**config.mk**
```make
export PLATFORM = sky130hd
export DESIGN_NAME = piecewise_linear_setpoint_interp
export DESIGN_NICKNAME = d
export VERILOG_FILES = /design/src/hdl/plsi_pkg.sv /design/src/hdl/plsi_rom.sv /design/src/hdl/plsi_div.sv /design/src/hdl/piecewise_linear_setpoint_interp.sv
export SDC_FILE = /design/constraint.sdc
export NUM_CORES = 1
export LEC_CHECK = 0
export ABC_AREA = 1
export BUFFER_PORTS_ARGS = -buffer_cell sky130_fd_sc_hd__buf_2
export CORE_ASPECT_RATIO = 1.5
export CORE_MARGIN = 4
export CORE_UTILIZATION = 45
export CTS_CLUSTER_SIZE = 16
export DETAILED_ROUTE_END_ITERATION = 16
export PLACE_DENSITY = 0.58
export SLEW_MARGIN = 20
export SYNTH_ARGS = -nofsm -noshare
export SYNTH_HDL_FRONTEND = slang
export SYNTH_SLANG_ARGS = --single-unit
```
**constraint.sdc**
```tcl
create_clock -name clk -period 8.3 [get_ports clk]
set_input_delay 2.49 -clock clk [delete_from_list [all_inputs] [get_ports clk]]
set_output_delay 2.49 -clock clk [all_outputs]
set_load 0.005 [all_outputs]
```
**src/hdl/plsi_pkg.sv**
```systemverilog
// Package for the piecewise-linear set-point interpolator.
// Holds the calibration source constants, row build and field helpers, and the sequencer states.
// No dependencies.
package plsi_pkg;

  localparam int DIST_W            = 16;
  localparam int VAL_W             = 16;
  localparam int ROW_W             = 64;
  localparam int RATIO_BITS        = 16;
  localparam int NUM_COLS          = 3;
  localparam int SOURCE_ROWS       = 5;
  localparam int DECIMAL_SCALE     = 10000;
  localparam int DEF_TABLE_ROWS    = 5;
  localparam int DEF_FRACTION_BITS = 6;

  // Calibration points in ten-thousandths: distance, one, two, three.
  localparam longint CAL_SRC [SOURCE_ROWS][4] = '{
    '{  593400, 500000,  750000,  -519000 },
    '{ 1074769, 300000, 1300000,  -895000 },
    '{ 1551600, 223000, 1750000, -1045000 },
    '{ 1727100, 212000, 2053000, -1047000 },
    '{ 2005800, 205000, 2500000, -1065000 }
  };

  typedef enum logic [2:0] {
    S_IDLE,
    S_READ,
    S_CHECK,
    S_DIV,
    S_MUL,
    S_ACC,
    S_DONE
  } plsi_state_t;

  // Scale by 2^frac, truncate toward zero.
  function automatic longint to_code(longint tenk, int frac);
    longint mag;
    longint q;
    mag = (tenk < 0) ? -tenk : tenk;
    q   = (mag <<< frac) / DECIMAL_SCALE;
    return (tenk < 0) ? -q : q;
  endfunction

  function automatic longint clamp_s16(longint v);
    longint r;
    r = v;
    if (v > 32767) r = 32767;
    if (v < -32768) r = -32768;
    return r;
  endfunction

  // One ROM row: [15:0] breakpoint, then three signed set-point columns.
  function automatic logic [ROW_W-1:0] cal_row(int r, int frac);
    int                 s;
    longint             d;
    longint             v;
    logic [ROW_W-1:0]   row;
    s   = (r < SOURCE_ROWS) ? r : SOURCE_ROWS - 1;
    row = '0;
    d   = to_code(CAL_SRC[s][0], frac);
    if (d > 65535) d = 65535;
    if (d < 0) d = 0;
    row[DIST_W-1:0] = d[DIST_W-1:0];
    for (int c = 0; c < NUM_COLS; c++) begin
      v = clamp_s16(to_code(CAL_SRC[s][c+1], frac));
      row[DIST_W + VAL_W*c +: VAL_W] = v[VAL_W-1:0];
    end
    return row;
  endfunction

  function automatic logic [DIST_W-1:0] row_dist(logic [ROW_W-1:0] row);
    return row[DIST_W-1:0];
  endfunction

  function automatic logic signed [VAL_W-1:0] row_val(logic [ROW_W-1:0] row, logic [1:0] col);
    logic signed [VAL_W-1:0] v;
    case (col)
      2'd0:    v = row[DIST_W +: VAL_W];
      2'd1:    v = row[DIST_W + VAL_W +: VAL_W];
      2'd2:    v = row[DIST_W + 2*VAL_W +: VAL_W];
      default: v = '0;
    endcase
    return v;
  endfunction

  function automatic logic signed [VAL_W-1:0] sat_val(logic signed [VAL_W+2:0] v);
    logic signed [VAL_W-1:0] r;
    if (v > (VAL_W+3)'(32767)) r = 16'sh7fff;
    else if (v < -(VAL_W+3)'(32768)) r = 16'sh8000;
    else r = v[VAL_W-1:0];
    return r;
  endfunction

endpackage

```
**src/hdl/plsi_rom.sv**
```systemverilog
// Calibration row memory for the set-point interpolator.
// Contents are built at elaboration from the package table; the read is registered.
// Depends on plsi_pkg.
module plsi_rom
  import plsi_pkg::*;
#(
  parameter int TABLE_ROWS    = DEF_TABLE_ROWS,
  parameter int FRACTION_BITS = DEF_FRACTION_BITS,
  localparam int AW           = $clog2(TABLE_ROWS)
) (
  input  logic             clk,
  input  logic             rd_en,
  input  logic [AW-1:0]    addr,
  output logic [ROW_W-1:0] rd_data
);

  logic [ROW_W-1:0] mem [TABLE_ROWS];

  for (genvar r = 0; r < TABLE_ROWS; r++) begin : g_row
    localparam logic [ROW_W-1:0] ROW_C = cal_row(r, FRACTION_BITS);
    assign mem[r] = ROW_C;
  end

  always_ff @(posedge clk) begin
    if (rd_en) begin
      rd_data <= mem[addr];
    end
  end

endmodule

```
**src/hdl/plsi_div.sv**
```systemverilog
// Restoring divider producing a RATIO_BITS fraction: floor((num << RATIO_BITS) / den).
// Requires num < den; one quotient bit per cycle.
// Depends on plsi_pkg.
module plsi_div
  import plsi_pkg::*;
(
  input  logic                  clk,
  input  logic                  rst,
  input  logic                  start,
  input  logic [DIST_W-1:0]     num,
  input  logic [DIST_W-1:0]     den,
  output logic                  done,
  output logic [RATIO_BITS-1:0] quot
);

  localparam int CW = $clog2(RATIO_BITS + 1);

  logic              busy;
  logic [CW-1:0]     cnt;
  logic [DIST_W:0]   rem;
  logic [DIST_W-1:0] den_q;
  logic [DIST_W:0]   shifted;
  logic              ge;

  assign shifted = {rem[DIST_W-1:0], 1'b0};
  assign ge      = shifted >= {1'b0, den_q};

  always_ff @(posedge clk) begin
    if (rst) begin
      busy <= 1'b0;
      done <= 1'b0;
    end else begin
      done <= 1'b0;
      if (start) begin
        busy <= 1'b1;
      end else if (busy && cnt == CW'(1)) begin
        busy <= 1'b0;
        done <= 1'b1;
      end
    end
  end

  always_ff @(posedge clk) begin
    if (start) begin
      rem   <= {1'b0, num};
      den_q <= den;
      quot  <= '0;
      cnt   <= CW'(RATIO_BITS);
    end else if (busy) begin
      rem  <= ge ? (shifted - {1'b0, den_q}) : shifted;
      quot <= {quot[RATIO_BITS-2:0], ge};
      cnt  <= cnt - CW'(1);
    end
  end

endmodule

```
**src/hdl/piecewise_linear_setpoint_interp.sv**
```systemverilog
// Top level of the piecewise-linear set-point interpolator: sequencer, multiplier, output register.
// Depends on plsi_pkg, plsi_rom, plsi_div.
//
//   channel | signals                                         | dir
//   request | in_valid, in_stall, distance                    | in
//   result  | out_valid, out_stall, distance_echo, in_range,  | out
//           | value_one, value_two, value_three               |
//
// One request at a time. The row scan reads and then checks each ROM row (address, then compare),
// then the divider runs, then the three columns pass in turn through one multiplier, each with a
// multiply and an accumulate state, before the result is loaded. Requests out of range or on a
// breakpoint skip the divider and the multiplier.
// Reset clears the sequencer and the output valid; the ROM needs no clearing.
// A stalled result sits in the output register while the next request is already being worked.
module piecewise_linear_setpoint_interp
  import plsi_pkg::*;
#(
  parameter int TABLE_ROWS    = DEF_TABLE_ROWS,
  parameter int FRACTION_BITS = DEF_FRACTION_BITS
) (
  input  logic                    clk,
  input  logic                    rst,
  input  logic                    in_valid,
  output logic                    in_stall,
  input  logic [DIST_W-1:0]       distance,
  output logic                    out_valid,
  input  logic                    out_stall,
  output logic [DIST_W-1:0]       distance_echo,
  output logic                    in_range,
  output logic signed [VAL_W-1:0] value_one,
  output logic signed [VAL_W-1:0] value_two,
  output logic signed [VAL_W-1:0] value_three
);

  localparam int AW = $clog2(TABLE_ROWS);
  localparam logic [AW-1:0] LAST_IDX = AW'(TABLE_ROWS - 1);
  localparam int PW = 2 * (VAL_W + 1);

  plsi_state_t state, state_next;

  logic [DIST_W-1:0]           meas_dist;
  logic [AW-1:0]               idx;
  logic [1:0]                  col;
  logic [ROW_W-1:0]            row_a;
  logic [ROW_W-1:0]            row_b;
  logic [ROW_W-1:0]            rd_row;
  logic [RATIO_BITS-1:0]       ratio;
  logic signed [PW-1:0]        prod;
  logic signed [VAL_W-1:0]     vals [NUM_COLS];
  logic                        res_range;

  logic                        rom_rd;
  logic                        div_start;
  logic                        div_done;
  logic [RATIO_BITS-1:0]       div_quot;
  logic                        out_load;

  logic [DIST_W-1:0]           rd_d;
  logic                        hit;
  logic                        on_point;
  logic                        is_last;
  logic                        is_first;
  logic signed [VAL_W:0]       diff;
  logic signed [VAL_W:0]       ratio_s;
  logic signed [VAL_W+2:0]     acc;

  assign rd_d     = row_dist(rd_row);
  assign hit      = rd_d >= meas_dist;
  assign on_point = (rd_d == meas_dist) || (rd_d <= row_dist(row_a));
  assign is_last  = idx == LAST_IDX;
  assign is_first = idx == '0;
  assign diff     = (VAL_W+1)'(row_val(row_b, col)) - (VAL_W+1)'(row_val(row_a, col));
  assign ratio_s  = $signed({1'b0, ratio});
  // floor of prod / 2^16 is the upper slice of the product
  assign acc      = (VAL_W+3)'(row_val(row_a, col))
                  + (VAL_W+3)'($signed(prod[PW-1:RATIO_BITS]));

  plsi_rom #(
    .TABLE_ROWS    (TABLE_ROWS),
    .FRACTION_BITS (FRACTION_BITS)
  ) u_rom (
    .clk     (clk),
    .rd_en   (rom_rd),
    .addr    (idx),
    .rd_data (rd_row)
  );

  plsi_div u_div (
    .clk   (clk),
    .rst   (rst),
    .start (div_start),
    .num   (meas_dist - row_dist(row_a)),
    .den   (rd_d - row_dist(row_a)),
    .done  (div_done),
    .quot  (div_quot)
  );

  always_ff @(posedge clk) begin
    if (rst) begin
      state <= S_IDLE;
    end else begin
      state <= state_next;
    end
  end

  always_comb begin
    state_next = state;
    case (state)
      S_IDLE:  if (in_valid) state_next = S_READ;
      S_READ:  state_next = S_CHECK;
      S_CHECK: begin
        if (is_first) begin
          state_next = hit ? S_DONE : S_READ;
        end else if (hit) begin
          state_next = on_point ? S_DONE : S_DIV;
        end else begin
          state_next = is_last ? S_DONE : S_READ;
        end
      end
      S_DIV:   if (div_done) state_next = S_MUL;
      S_MUL:   state_next = S_ACC;
      S_ACC:   state_next = (col == 2'd2) ? S_DONE : S_MUL;
      S_DONE:  if (!out_valid || !out_stall) state_next = S_IDLE;
      default: state_next = S_IDLE;
    endcase
  end

  always_comb begin
    in_stall  = state != S_IDLE;
    rom_rd    = state == S_READ;
    div_start = (state == S_CHECK) && !is_first && hit && !on_point;
    out_load  = (state == S_DONE) && (!out_valid || !out_stall);
  end

  always_ff @(posedge clk) begin
    case (state)
      S_IDLE: begin
        meas_dist <= distance;
        idx       <= '0;
      end
      S_CHECK: begin
        if (is_first && !hit) begin
          row_a <= rd_row;
          idx   <= idx + AW'(1);
        end else if (!is_first && hit) begin
          row_b     <= rd_row;
          res_range <= 1'b1;
          for (int c = 0; c < NUM_COLS; c++) begin
            vals[c] <= row_val(rd_row, 2'(c));
          end
        end else if (!is_first && !is_last) begin
          row_a <= rd_row;
          idx   <= idx + AW'(1);
        end else begin
          // at or below the first breakpoint or beyond the last one
          res_range <= 1'b0;
          for (int c = 0; c < NUM_COLS; c++) begin
            vals[c] <= '0;
          end
        end
      end
      S_DIV: begin
        ratio <= div_quot;
        col   <= 2'd0;
      end
      S_MUL: begin
        prod <= ratio_s * diff;
      end
      S_ACC: begin
        vals[col] <= sat_val(acc);
        col       <= col + 2'd1;
      end
      default: begin
      end
    endcase
  end

  always_ff @(posedge clk) begin
    if (rst) begin
      out_valid <= 1'b0;
    end else if (out_load) begin
      out_valid <= 1'b1;
    end else if (!out_stall) begin
      out_valid <= 1'b0;
    end
  end

  always_ff @(posedge clk) begin
    if (out_load) begin
      distance_echo <= meas_dist;
      in_range      <= res_range;
      value_one     <= vals[0];
      value_two     <= vals[1];
      value_three   <= vals[2];
    end
  end

endmodule
```
==> results of run 1 <==
[placed cells by master, fill, tap and decap left out, types with 15 or more instances in the layout]
| master | netlist | routed |
|---|---|---|
| buf_2 | 17 | 86 |
| a21oi_1 | 121 | 115 |
| nor3_1 | 18 | 15 |
| clkbuf_16 | 0 | 32 |
| nor2_1 | 254 | 251 |
| xor2_1 | 42 | 42 |
| o21ai_1 | 16 | 16 |
| o21ai_0 | 63 | 62 |
| nand2_1 | 589 | 586 |
| edfxtp_1 | 266 | 266 |
| xnor2_1 | 18 | 18 |
| fa_1 | 212 | 212 |
| nand2_2 | 26 | 29 |
| nand3_1 | 132 | 131 |
| ha_1 | 226 | 221 |
| buf_4 | 0 | 80 |
| inv_1 | 503 | 500 |
| dfxtp_1 | 27 | 27 |
[final cells by class]
cell class	instances	share of cell area
multi-input combinational	1844	0.509
tap	689	0.0317
clock buffer	38	0.0318
clock inverter	15	0.00378
inverter	519	0.0720
sequential	293	0.314
timing repair buffer	166	0.0379
[critical path: cells and delay by family (launching register included)]
kind | cells | cell delay [ns]
fa+ha+maj | 9 | 3.98
simple gates | 13 | 1.64
buf+inv | 7 | 0.83
compound gates | 4 | 0.76
flops | 1 | 0.45
[timing repair]
item | in CTS | in global routing
pin swaps | 0 | 2
hold endpoints to repair | 0 | 0
endpoints found under the setup margin | 7 | 18
setup buffers | 0 | 13
gates resized for setup | 1 | 30
[worst max path at each step]
stage,start,to,slack (ns),cells past startpoint
final,col[1]$_SDFFCE_PP0P_,prod[24]$_DFFE_PP_,0.35,33
after global routing,col[1]$_SDFFCE_PP0P_,prod[26]$_DFFE_PP_,-0.02,36
after CTS,col[1]$_SDFFCE_PP0P_,prod[31]$_DFFE_PP_,0.02,35
after detailed placement,col[1]$_SDFFCE_PP0P_,prod[31]$_DFFE_PP_,-0.06,34
after global placement,col[1]$_SDFFCE_PP0P_,prod[31]$_DFFE_PP_,0.10,34
after floorplan,col[0]$_SDFFCE_PP0P_,prod[31]$_DFFE_PP_,0.64,35
[state kept, by name (all words and copies together) (netlist names), 2 cells and up]
signal,flops
u_rom.rd_data,24
value_three,16
u_div.den_q,16
u_div.cnt,5
value_two,16
vals,48
col,2
u_div.quot,16
row_a,24
row_b,17
value_one,16
state,3
idx,3
u_div.rem,16
meas_dist,16
distance_echo,16
ratio,16
prod,18
[metrics by stage]
| step | std cells | TNS (ns) |
|---|---|---|
| after floorplan | 2714 | 0 |
| after global placement | 3498 | 0 |
| after detailed placement | 3498 | -0.100 |
| after CTS | 3551 | 0 |
| after global routing | 3564 | -0.0533 |
| final | 3564 | 0 |
[metal layers]
layer / global-route usage / routed length (µm) / share of wire
met4: 0.143 / 5230 / 0.075
met5: 0 / 0 / 0
met3: 0.0195 / 2390 / 0.034
met1: 0.259 / 25100 / 0.36
met2: 0.450 / 36700 / 0.53
[logic make-up after synthesis]
kind of cell	Yosys count	synth area share
fa+ha+maj	438	0.289
xor+xnor	60	0.0215
buf+inv	577	0.0914
compound gates	270	0.0641
simple gates	1076	0.185
flops	293	0.349
==> impl_metrics.toml, run 1 <==
[layout]
areaGrowthSynthToFinish_pct = 11.1
multiInputGateArea_um2 = 13800
drive_above_1_share = 0.109
stdcell_area_um2 = 27200
final_util = 0.506
regArea_um2 = 8530
antenna_cells = 0
fillCellCount = 5070
layout.nets = 3311

[place]
gp_congestion = 0.976
place_hpwl_um = 57500
port_buffers = 86
pre_cts_slack_ns = -0.0585
post_dp_cell_area_um2 = 26000

[worst_setup_path]
r2r-start = "col[1]$_SDFFCE_PP0P_"
critPathSlowestCell = "fa_1"
endpoint_kind = "flip-flop"
cp.required_ns = 8.58
worstPathArrival_ns = 8.24
cpMostUsedCell = "nand2_1"
start_kind = "flip-flop"
worstPathMaxFanout = 11
max_stage_delay_ns = 0.55
ff2ff_setup_slack_ns = 0.35
ff2ff_path_depth = 33
crit_type = "reg2reg"
r2r_end = "prod[24]$_DFFE_PP_"

[synthesis]
async_flop_share = 0
synth_edf_count = 266
yosys.area.top_type_share = 0.327
ys_top_cells_by_count = "nand2_1, inv_1, edfxtp_1"
syn-num-nets = 3172
yosysTopAreaCell = "edfxtp_1"
yosysUniqueCellTypes = 59
synthesis.area_um2 = 24500
synth_area_leaders = "edfxtp_1, fa_1, ha_1, nand2_1, inv_1"
synth_ff_type = "edfxtp_1"
synth-seq-cells = 293
netlist_instances = 2714
ys_seq_area_frac = 0.349
ys_warn_count = 0
synth_most_common_cell = "nand2_1"
syn_area_per_cell_um2 = 9.01

[timing]
fin_hold_ws_ns = 0.418
drv_slew = 0
finalCriticalPeriod_ns = 7.95
hold_violations = 0
fmax_mhz = 126
rsz0062_at_grt = "yes"
fin_ws_ns = 0.347
max-slew-margin-rel = 0.336
worst_slew_pin_slew_ns = 0.995
setup_viol = 0
finClkSkew_ns = 0.0189
timing.final.crit_share = 0.958

[floorplan]
die_area_um2 = 58200
fp.dieW_um = 198
ios = 87
std_cell_rows = 104
die_y_um = 294
initial_core_util = 0.455
core-area_um2 = 53700

[clock_network]
htree_levels = 1
clkTransAtPathRegs_ns = 0.06
cts_buffer_depth = 3
insertion_delay_ns = 0.57
root_buffer = "clkbuf_16"
cts_sinks = 293
ctsHoldBuffers = 0
cts_buffers = 29
cts_tree = "built"

[route]
drt_iter0_markers = 953
dr.pass1.iters = 5
ant_nets = 0
vias_per_cell = 5.25
routed_wirelength_um = 69500
wire_per_inst_um = 19.5
via_count = 18704
drc = 0

[outcome]
status = "completed"

[grt]
overflow = 0
grt_max_degree = 66
grt_pass1_wl_um = 108000
first_global_vias = 19566
antenna_found_initial = 0
track_usage = 0.240

[min_path]
hold_end = "value_three[13]$_DFFE_PP_"
min_path_type = "reg2reg"
min_from = "vals[2][13]$_DFFE_PP_"
min_path_cells = 0

[run]
maxCapViolations = 0
Power of run 1 is left out: the tool's default activity adds up to more than one toggle a clock period on the data nets, which glitch-free logic cannot reach.
==> run 2: changes to the inputs <==
--- a/config.mk
+++ b/config.mk
@@ -7,7 +7,7 @@
 export LEC_CHECK = 0
 export ABC_AREA = 1
 export BUFFER_PORTS_ARGS = -buffer_cell sky130_fd_sc_hd__buf_2
-export CORE_ASPECT_RATIO = 1.5
+export CORE_ASPECT_RATIO = 1.4
 export CORE_MARGIN = 4
 export CORE_UTILIZATION = 45
 export CTS_CLUSTER_SIZE = 16
==> run 2 against run 1 <==
  * Wire length is 4.3% lower
  * Design area hardly changed
  * Clock skew is 0.0021 ns higher
==> impl_metrics.toml, run 2 (same netlist as run 1, synthesis figures left out) <==
[clock_network]
cts_sinks = 293
insertion_delay_ns = 0.57
root_buffer = "clkbuf_16"
htree_levels = 1
cts_buffer_depth = 3
clkTransAtPathRegs_ns = 0.07
cts_tree = "built"
cts_buffers = 29

[worst_setup_path]
endpoint_kind = "flip-flop"
worstPathArrival_ns = 8.21
max_stage_delay_ns = 0.56
cp_top_family = "adder cells"
critPathBufInv = 8
start_kind = "flip-flop"
crit_type = "reg2reg"
cp.required_ns = 8.61
critPathSlowestCell = "fa_1"
ff2ff_setup_slack_ns = 0.40
worstPathMaxFanout = 11

[floorplan]
die_area_um2 = 58200
die_y_um = 284
initial_core_util = 0.457
std_cell_rows = 100
ios = 87
core-area_um2 = 53600
fp.dieW_um = 205

[route]
wl_met2_um = 34900
routed_wirelength_um = 66500
vias_per_cell = 5.19
drc = 0
drt_iter0_markers = 907
via_count = 18565
wl_met1_um = 25700
dr.pass1.iters = 5
maxUsedRoutingLayer = "met4"
wire_per_inst_um = 18.6
route.met3.wl_um = 2240
ant_nets = 0

[run]
maxCapViolations = 0

[grt]
grt_max_degree = 66
grt_pass1_wl_um = 104000
track_usage = 0.226
first_global_vias = 19093
antenna_found_initial = 0
overflow = 0

[layout]
top_register = "vals"
layout.nets = 3301
drive_above_1_share = 0.107
top_regs = "vals x48, row_a x24, u_rom.rd_data x24"
layout_common_cells = "nand2_1, inv_1, edfxtp_1"
largest_register_ffs = 48
antenna_cells = 0
areaGrowthSynthToFinish_pct = 11.1
layout_commonest_cell = "nand2_1"

[place]
place_hpwl_um = 53700
pre_cts_slack_ns = 0.00450
port_buffers = 86
gp_congestion = 0.962

[timing]
drv_slew = 0
worst_slew_pin_slew_ns = 1.04
finalCriticalPeriod_ns = 7.90
fin_ws_ns = 0.398
fin_tns_setup_ns = 0
hold_violations = 0
max-slew-margin-rel = 0.307
finClkSkew_ns = 0.0210
fmax_mhz = 127
timing.final.crit_share = 0.952
setup_viol = 0

[outcome]
status = "completed"

[min_path]
min_path_type = "reg2reg"
==> run 2: final timing paths <==
kind,startpoint,end,cells after the start
min reg2reg,vals[2][0]$_DFFE_PP_,value_three[0]$_DFFE_PP_,0
min,vals[2][0]$_DFFE_PP_,value_three[0]$_DFFE_PP_,0
max,col[0]$_SDFFCE_PP0P_,prod[32]$_DFFE_PP_,34
max reg2reg,col[0]$_SDFFCE_PP0P_,prod[32]$_DFFE_PP_,34
==> run 2: final cells by class <==
cell class	count	area (µm²)
multi-input cells	1845	13900
clock inverters	14	126
flip-flops and latches	293	8530
well taps	714	893
clock buffers	38	801
inverters	519	1960
repair buffers	155	973
fillers	5155	26400
==> run 2: worst reg2reg max path: cells and delay by family (launching register included) <==
kind	cells	cell delay, ns
fa+ha+maj	9	3.91
compound gates	9	1.46
buf+inv	8	1.08
simple gates	8	0.73
flops	1	0.48
==> run 2: through the flow <==
| stage | instance area (µm²) | std cells | util | hold slack (ns) |
|---|---|---|---|---|
| finish | 27200 | 3578 | 0.508 | 0.413 |
| global route | 27200 | 3578 | 0.508 | 0.426 |
| CTS | 26900 | 3565 | 0.502 | 0.416 |
| detailed placement | 26000 | 3513 | 0.485 | 0.405 |
| global placement | 26000 | 3513 | 0.485 | 0.406 |
| floorplan | 24500 | 2714 | - | 0.400 |
==> run 2: metal layers <==
metal / track usage / vias up
li1: - / 8902
met1: 0.264 / 9020
met2: 0.418 / 488
met3: 0.0166 / 155
met4: 0.105 / 0
met5: 0 / -
==> run 2: repair_timing <==
item	in CTS	in global routing
endpoints found under the setup margin	0	18
setup buffers	0	12
resized for setup	0	42
hold buffers	0	0
Power of run 2 is left out for the same reason.
